[src/rtl/cdf_pkg.sv]
// Shared types, constants and the CRC-8 byte update for the delimited framer.
package cdf_pkg;

    localparam int unsigned BYTE_W        = 8;
    localparam logic [7:0]  DELIM_RESET   = 8'h7E;
    localparam logic [7:0]  CRC_POLY      = 8'h8C;
    localparam logic [7:0]  CRC_INIT      = 8'h00;
    localparam int unsigned QUEUE_DEPTH_D = 2;

    // Kind of an output byte, carried on the master-side tuser.
    typedef enum logic [1:0] {
        KIND_DELIM = 2'd0,
        KIND_DATA  = 2'd1,
        KIND_CRC   = 2'd2
    } t_kind;

    // Emission step of the back end for the command at the queue head.
    typedef enum logic [1:0] {
        ST_FIRST = 2'd0,
        ST_DATA  = 2'd1,
        ST_CRC   = 2'd2,
        ST_CLOSE = 2'd3
    } t_state;

    // One classified payload byte, handed from the front end to the back end.
    typedef struct packed {
        logic [7:0] data;
        logic [7:0] crc;
        logic       open;
        logic       last;
    } t_cmd;

    // Reflected CRC-8 update over one byte, least significant bit first.
    function automatic logic [7:0] crc8_byte(input logic [7:0] crc_in, input logic [7:0] b);
        logic [7:0] c;
        logic       fb;
        c = crc_in;
        for (int i = 0; i < 8; i++) begin
            fb = c[0] ^ b[i];
            c  = {1'b0, c[7:1]};
            if (fb) begin
                c = c ^ CRC_POLY;
            end
        end
        return c;
    endfunction

endpackage

[src/rtl/cdf_front.sv]
// Front end: accepts payload beats, tracks the open packet and its running CRC.
module cdf_front
    import cdf_pkg::*;
(
    input  logic       i_clk,
    input  logic       i_rst_n,
    input  logic       i_valid,
    output logic       o_ready,
    input  logic [7:0] i_data,
    input  logic       i_last,
    output logic       o_push,
    output t_cmd       o_cmd,
    input  logic       i_full
);

    logic       r_in_packet;
    logic       n_in_packet;
    logic [7:0] r_crc;
    logic [7:0] n_crc;
    logic [7:0] crc_base;
    logic [7:0] crc_new;

    assign o_ready  = !i_full;
    assign o_push   = i_valid && !i_full;
    assign crc_base = r_in_packet ? r_crc : CRC_INIT;
    assign crc_new  = crc8_byte(crc_base, i_data);

    always_comb begin
        o_cmd.data = i_data;
        o_cmd.crc  = crc_new;
        o_cmd.open = !r_in_packet;
        o_cmd.last = i_last;
    end

    always_comb begin
        n_in_packet = r_in_packet;
        n_crc       = r_crc;
        if (o_push) begin
            n_in_packet = !i_last;
            n_crc       = i_last ? CRC_INIT : crc_new;
        end
    end

    always_ff @(posedge i_clk) begin
        if (!i_rst_n) begin
            r_in_packet <= 1'b0;
            r_crc       <= CRC_INIT;
        end else begin
            r_in_packet <= n_in_packet;
            r_crc       <= n_crc;
        end
    end

    // Between packets the running CRC must sit at its initial value.
    a_crc_idle: assert property (@(posedge i_clk) disable iff (!i_rst_n)
        !r_in_packet |-> (r_crc == CRC_INIT))
        else $error("running CRC not cleared outside a packet");

endmodule

[src/rtl/cdf_queue.sv]
// Short command queue that decouples the front end from the back end.
module cdf_queue
    import cdf_pkg::*;
#(
    parameter int unsigned DEPTH = QUEUE_DEPTH_D
) (
    input  logic i_clk,
    input  logic i_rst_n,
    input  logic i_push,
    input  t_cmd i_cmd,
    output logic o_full,
    input  logic i_pop,
    output logic o_valid,
    output t_cmd o_cmd
);

    localparam int unsigned PTR_W = (DEPTH > 1) ? $clog2(DEPTH) : 1;
    localparam int unsigned CNT_W = $clog2(DEPTH + 1);
    localparam logic [PTR_W-1:0] PTR_LAST = PTR_W'(DEPTH - 1);
    localparam logic [CNT_W-1:0] CNT_FULL = CNT_W'(DEPTH);

    t_cmd             r_mem [DEPTH];
    logic [PTR_W-1:0] r_wr_ptr;
    logic [PTR_W-1:0] r_rd_ptr;
    logic [CNT_W-1:0] r_count;
    logic             do_pop;

    assign o_full  = (r_count == CNT_FULL);
    assign o_valid = (r_count != '0);
    assign o_cmd   = r_mem[r_rd_ptr];
    assign do_pop  = i_pop && o_valid;

    always_ff @(posedge i_clk) begin
        if (i_push) begin
            r_mem[r_wr_ptr] <= i_cmd;
        end
    end

    always_ff @(posedge i_clk) begin
        if (!i_rst_n) begin
            r_wr_ptr <= '0;
            r_rd_ptr <= '0;
            r_count  <= '0;
        end else begin
            if (i_push) begin
                r_wr_ptr <= (r_wr_ptr == PTR_LAST) ? '0 : r_wr_ptr + 1'b1;
            end
            if (do_pop) begin
                r_rd_ptr <= (r_rd_ptr == PTR_LAST) ? '0 : r_rd_ptr + 1'b1;
            end
            if (i_push && !do_pop) begin
                r_count <= r_count + 1'b1;
            end else if (!i_push && do_pop) begin
                r_count <= r_count - 1'b1;
            end
        end
    end

    a_no_overflow: assert property (@(posedge i_clk) disable iff (!i_rst_n)
        !(i_push && o_full))
        else $error("command pushed into a full queue");

endmodule

[src/rtl/cdf_back.sv]
// Back end: expands each command into a data beat plus any delimiter and CRC beats.
module cdf_back
    import cdf_pkg::*;
(
    input  logic       i_clk,
    input  logic       i_rst_n,
    input  logic [7:0] i_delim,
    input  logic       i_valid,
    input  t_cmd       i_cmd,
    output logic       o_pop,
    output logic       o_valid,
    input  logic       i_ready,
    output logic [7:0] o_byte,
    output t_kind      o_kind,
    output logic       o_last
);

    t_state     r_state;
    t_state     n_state;
    logic       r_valid;
    logic [7:0] r_byte;
    t_kind      r_kind;
    logic       r_end;
    logic       out_free;
    logic       emit;
    logic [7:0] e_byte;
    t_kind      e_kind;
    logic       e_end;
    logic       e_pop;
    t_state     e_next;

    assign out_free = !r_valid || i_ready;
    assign emit     = i_valid && out_free;
    assign o_pop    = emit && e_pop;
    assign o_valid  = r_valid;
    assign o_byte   = r_byte;
    assign o_kind   = r_kind;
    assign o_last   = r_end;

    // Beat selection for the head command; a fresh command opens with a
    // delimiter only if no packet was open when it arrived.
    always_comb begin
        e_byte = i_cmd.data;
        e_kind = KIND_DATA;
        e_end  = !i_cmd.last;
        e_pop  = !i_cmd.last;
        e_next = i_cmd.last ? ST_CRC : ST_FIRST;
        unique case (r_state)
            ST_FIRST: begin
                if (i_cmd.open) begin
                    e_byte = i_delim;
                    e_kind = KIND_DELIM;
                    e_end  = 1'b0;
                    e_pop  = 1'b0;
                    e_next = ST_DATA;
                end
            end
            ST_DATA: begin
            end
            ST_CRC: begin
                e_byte = i_cmd.crc;
                e_kind = KIND_CRC;
                e_end  = 1'b0;
                e_pop  = 1'b0;
                e_next = ST_CLOSE;
            end
            ST_CLOSE: begin
                e_byte = i_delim;
                e_kind = KIND_DELIM;
                e_end  = 1'b1;
                e_pop  = 1'b1;
                e_next = ST_FIRST;
            end
            default: begin
            end
        endcase
        n_state = emit ? e_next : r_state;
    end

    always_ff @(posedge i_clk) begin
        if (!i_rst_n) begin
            r_state <= ST_FIRST;
            r_valid <= 1'b0;
        end else begin
            r_state <= n_state;
            if (out_free) begin
                r_valid <= emit;
            end
        end
    end

    always_ff @(posedge i_clk) begin
        if (emit) begin
            r_byte <= e_byte;
            r_kind <= e_kind;
            r_end  <= e_end;
        end
    end

    // Once a command has started, it stays at the queue head until its final beat.
    a_head_held: assert property (@(posedge i_clk) disable iff (!i_rst_n)
        (r_state != ST_FIRST) |-> i_valid)
        else $error("queue head lost in the middle of a command");

    a_crc_then_close: assert property (@(posedge i_clk) disable iff (!i_rst_n)
        (emit && r_state == ST_CRC) |=> (r_state == ST_CLOSE))
        else $error("CRC beat not followed by the closing delimiter");

endmodule

[src/rtl/crc8_delimited_framer_unit.sv]
// Top level of the CRC-8 delimited packet framer.
//
//  Channel   Direction  Beat contents
//  s_axis    in         tdata = payload byte, tlast = last payload byte of the packet
//  m_axis    out        tdata = line byte, tuser = kind (delimiter/data/CRC),
//                       tlast = final beat produced for one input beat
//  cfg       in         i_cfg_data = delimiter byte
//
// A payload byte yields one to four beats, set by the back-end sequencer; a packet
// of a single byte yields all four: delimiter, data, CRC and closing delimiter.
// The front end computes the CRC in the accept cycle and runs ahead through the
// command queue while the output register waits on m_axis_tready.
// Synchronous active-low reset empties the queue, closes any open packet and sets
// the delimiter to 0x7E. Configuration writes are always accepted.
module crc8_delimited_framer_unit
    import cdf_pkg::*;
#(
    parameter int unsigned QUEUE_DEPTH = QUEUE_DEPTH_D
) (
    input  logic       i_clk,
    input  logic       i_rst_n,
    input  logic       s_axis_tvalid,
    output logic       s_axis_tready,
    input  logic [7:0] s_axis_tdata,   // [7:0] data_byte
    input  logic       s_axis_tlast,
    output logic       m_axis_tvalid,
    input  logic       m_axis_tready,
    output logic [7:0] m_axis_tdata,   // [7:0] out_byte
    output logic [1:0] m_axis_tuser,   // [1:0] byte_kind
    output logic       m_axis_tlast,
    input  logic       i_cfg_valid,
    output logic       o_cfg_ready,
    input  logic [7:0] i_cfg_data
);

    logic [7:0] r_delim;
    logic       push;
    logic       full;
    logic       pop;
    logic       q_valid;
    t_cmd       push_cmd;
    t_cmd       head_cmd;
    t_kind      kind;

    assign o_cfg_ready  = 1'b1;
    assign m_axis_tuser = kind;

    always_ff @(posedge i_clk) begin
        if (!i_rst_n) begin
            r_delim <= DELIM_RESET;
        end else if (i_cfg_valid) begin
            r_delim <= i_cfg_data;
        end
    end

    cdf_front u_front (
        .i_clk   (i_clk),
        .i_rst_n (i_rst_n),
        .i_valid (s_axis_tvalid),
        .o_ready (s_axis_tready),
        .i_data  (s_axis_tdata),
        .i_last  (s_axis_tlast),
        .o_push  (push),
        .o_cmd   (push_cmd),
        .i_full  (full)
    );

    cdf_queue #(
        .DEPTH (QUEUE_DEPTH)
    ) u_queue (
        .i_clk   (i_clk),
        .i_rst_n (i_rst_n),
        .i_push  (push),
        .i_cmd   (push_cmd),
        .o_full  (full),
        .i_pop   (pop),
        .o_valid (q_valid),
        .o_cmd   (head_cmd)
    );

    cdf_back u_back (
        .i_clk   (i_clk),
        .i_rst_n (i_rst_n),
        .i_delim (r_delim),
        .i_valid (q_valid),
        .i_cmd   (head_cmd),
        .o_pop   (pop),
        .o_valid (m_axis_tvalid),
        .i_ready (m_axis_tready),
        .o_byte  (m_axis_tdata),
        .o_kind  (kind),
        .o_last  (m_axis_tlast)
    );

endmodule

[config.mk]
export PLATFORM = sky130hd
export DESIGN_NAME = crc8_delimited_framer_unit
export DESIGN_NICKNAME = d
export VERILOG_FILES = /design/src/rtl/cdf_pkg.sv /design/src/rtl/cdf_front.sv /design/src/rtl/cdf_queue.sv /design/src/rtl/cdf_back.sv /design/src/rtl/crc8_delimited_framer_unit.sv
export SDC_FILE = /design/constraint.sdc
export NUM_CORES = 1
export LEC_CHECK = 0
export BUFFER_PORTS_ARGS = -buffer_cell sky130_fd_sc_hd__buf_2
export CORE_UTILIZATION = 45
export DETAILED_ROUTE_END_ITERATION = 12
export GPL_TIMING_DRIVEN = 1
export MAX_ROUTING_LAYER = met4
export PLACE_DENSITY = 0.7
export SLEW_MARGIN = 20
export SYNTH_ARGS = -nofsm -noshare
export SYNTH_HDL_FRONTEND = slang
export SYNTH_SLANG_ARGS = --single-unit
[constraint.sdc]
create_clock -name i_clk -period 6.3 [get_ports i_clk]
set_input_delay 0.315 -clock i_clk [delete_from_list [all_inputs] [get_ports i_clk]]
set_output_delay 0.315 -clock i_clk [all_outputs]
set_load 0.01 [all_outputs]
==> impl_metrics.csv <==
group,metric,value,unit
floorplanning,die_h,86.8,um
clocking,cts_resized,0,
sta,setup_tns,0,ns
sta,min_period,2.79,ns
global_route,grt_overflow,0,
global_route,grt_pass1_vias,1942,
setup_path,reg2reg_depth,6,
outcome,outcome,"finished clean",
drt,final_antenna_net_count,0,
sta,rsz0062_at_grt,"no",
yosys,synth.avg_cell_area,12.6,um2
place,io_buffers,34,
clocking,cts_max_path_buffers,2,
setup_path,worstSetupPathType,"reg2reg",
floorplanning,fp-row-count,30,
sta,worst_pin_slew,0.982,ns
yosys,ys_ff_latch,72,
global_route,track_usage,0.168,
global_route,grt_max_degree,28,
yosys,yosys_warnings,0,
place,hpwl,4070,um
yosys,syn_inst,258,
place,place_area,0.00346,mm2
setup_path,path_depth,6,
clocking,insertion_delay,0.34,ns
power_and_ir_drop,vdd_drop_max,0.000181,V
drt,routed_wl,5740,um
sta,drv_slew,0,
setup_path,start_kind,"flip-flop",
sta,clock_skew,0.00886,ns
drt,drc,0,
sta,max_freq,359,MHz
finish,mostFrequentLayoutCell,"edfxtp_1",
setup_path,worst-path-max-fanout,18,
clocking,htree_levels,3,
finish,multiInputGateArea,0.00123,mm2
power_and_ir_drop,p_leak,1.35,nW
finish,seqCellArea,0.00191,mm2
clocking,cts_hold_buf,0,
yosys,syn-num-nets,281,
setup_path,crit_path_end,"u_queue.r_count[1]",
yosys,synth_edf_count,47,
setup_path,slowest_stage,"dfxtp_1",
sta,slew_headroom,0.345,
clocking,clk_pin_slew,0.07,ns
global_route,antenna_found_initial,0,
setup_path,r2r-end,"u_queue.r_count[1]",
setup_path,slowest_delay,0.97,ns
yosys,async_reset_ff_frac,0,
finish,n_antenna_cell,0,
sta,fin_crit_sh,0.442,
floorplanning,die_width,86.8,um
floorplanning,core-area,0.00687,mm2
power_and_ir_drop,power.density,405,mW/mm2
finish,final_area,0.00364,mm2
finish,fillers,580,
floorplanning,dieArea,0.00754,mm2
finish,fin_nets,313,
setup_path,critical_path_required,6.57,ns
clocking,root_buffer,"clkbuf_8",
setup_path,cp_top_family,"flip-flops",
power_and_ir_drop,p_total,1.48,mW
drt,drtIter0Drc,89,
clocking,cts_buffers,9,
clocking,post_cts_buffers,0,
finish,syn2layout_area_growth,12.4,%
floorplanning,start_util,0.471,
job,maxCapViolCount,0,
yosys,ys_seq_area_frac,0.590,
drt,vias,2029,
drt,vias_per_cell,5.19,
yosys,synth_ff_type,"edfxtp_1",
floorplanning,ios,36,
clocking,cts_tree,"built",
hold_path,min_path_type,"in2reg",
place,globalplace.congestion,0.882,
sta,final-setup-viol-count,0,
yosys,synth_cell_types,49,
sta,finalHoldViolCount,0,
finish,mostFrequentLayoutCells,"edfxtp_1 (47), buf_2 (34), nand2_1 (28)",
clocking,clock_sinks,72,
finish,drive_above_1_share,0.197,
global_route,grt_pass1_wl,9070,um
setup_path,rrSetupSlack,3.51,ns
setup_path,endpoint_kind,"flip-flop",
drt,first_pass_iters,4,
drt,wl_per_cell,14.7,um
setup_path,path_cells,"mux2i_1, and2_1, o221ai_1, ha_1, or3_1, a21boi_0",
setup_path,crit_buf_inv,0,
setup_path,cp.arrival,3.05,ns
yosys,synth_area,0.00324,mm2
stage by stage:
| stage | util | hold WS [ns] | instances | worst slack [ns] |
|---|---|---|---|---|
| after CTS | 0.530 | 0.162 | 391 | 3.49 |
| after detailed placement | 0.504 | 0.455 | 375 | 3.53 |
| after global placement | 0.504 | 0.449 | 375 | 3.64 |
| after floorplan | - | 0.414 | 258 | 4.18 |
| final | 0.530 | 0.178 | 391 | 3.51 |
| after global routing | 0.530 | 0.166 | 391 | 3.30 |
flip-flops by register name, indices dropped and copies added, names as in the netlist, named ones only:
register             flops
r_delim                  8
u_back.o_byte            8
u_back.o_kind            2
u_back.o_last            1
u_back.o_valid           1
u_back.r_state           2
u_front.r_crc            8
u_front.r_in_packet      1
u_queue.r_count          2
u_queue.r_mem           36
u_queue.r_rd_ptr         1
u_queue.r_wr_ptr         1
power by group:
group          switching [mW]  internal (mW)
Combinational           0.238          0.181
Sequential             0.0751          0.660
Clock                   0.158          0.163
Total                   0.471           1.00
metal layers:
layer	GRT usage	wire length, um	vias up	part of all wire
met5	-	0	-	0
met4	0.0652	80	0	0.014
met3	0.0543	402	10	0.070
met2	0.267	2620	71	0.46
met1	0.197	2650	940	0.46
li1	-	-	1008	-
synthesized netlist by cell type (2+ instances only):
master	count	area share
buf_6	2	0.0070
a21oi_1	3	0.0046
and3_1	2	0.0039
o221ai_1	7	0.019
inv_1	4	0.0046
nand2_1	28	0.032
a21boi_1	4	0.0093
xnor3_1	3	0.021
mux2i_1	24	0.074
a221oi_1	2	0.0054
a22oi_1	3	0.0070
a31oi_1	3	0.0058
xor2_1	7	0.019
o211ai_1	3	0.0070
and3b_1	3	0.0081
o211ai_2	2	0.0077
and2_1	7	0.014
or3_1	3	0.0058
o22a_1	2	0.0054
nand3_1	2	0.0031
a21boi_0	2	0.0046
a32o_1	3	0.0093
clkbuf_1	9	0.010
dfxtp_1	25	0.15
mux2_2	2	0.0070
xnor2_1	10	0.027
edfxtp_1	47	0.44
nor2b_1	6	0.012
o21ai_0	5	0.0077
nor2_1	15	0.017
buf_2	2	0.0031
cells by family (layout without fill, tap and decap cells):
| group | count (synthesis) | after routing | share of synthesized area |
|---|---|---|---|
| AO/OA/AOI/OAI | 43 | 43 | 0.102 |
| XOR/XNOR | 22 | 22 | 0.0769 |
| other | 1 | 1 | 0.00116 |
| buffers and inverters | 19 | 56 | 0.0286 |
| AND/OR/NAND/NOR | 74 | 74 | 0.116 |
| multiplexers | 26 | 26 | 0.0811 |
| adder cells (fa/ha/maj) | 1 | 1 | 0.00386 |
| flip-flops | 72 | 72 | 0.590 |
layout make-up:
cell class,instances,area share
Clock buffer,13,0.0437
Sequential cell,72,0.525
Multi-Input combinational cell,167,0.339
Tap cell,96,0.0330
Inverter,5,0.00516
Clock inverter,3,0.00481
Timing Repair Buffer,35,0.0488
worst min path at each step:
| stage | start | end | slack (ns) | cells past startpoint |
|---|---|---|---|---|
| after floorplan | s_axis_tlast | u_queue.r_mem[0][0] | 0.41 | 0 |
| after global placement | u_front.r_crc[6] | u_front.r_crc[6] | 0.45 | 1 |
| after detailed placement | u_front.r_crc[6] | u_front.r_crc[6] | 0.46 | 1 |
| after CTS | s_axis_tdata[2] | u_queue.r_mem[1][12] | 0.16 | 1 |
| after global routing | s_axis_tdata[2] | u_queue.r_mem[1][12] | 0.17 | 1 |
| final | s_axis_tdata[2] | u_queue.r_mem[1][12] | 0.18 | 1 |
Power figures use the tool's default switching activity.
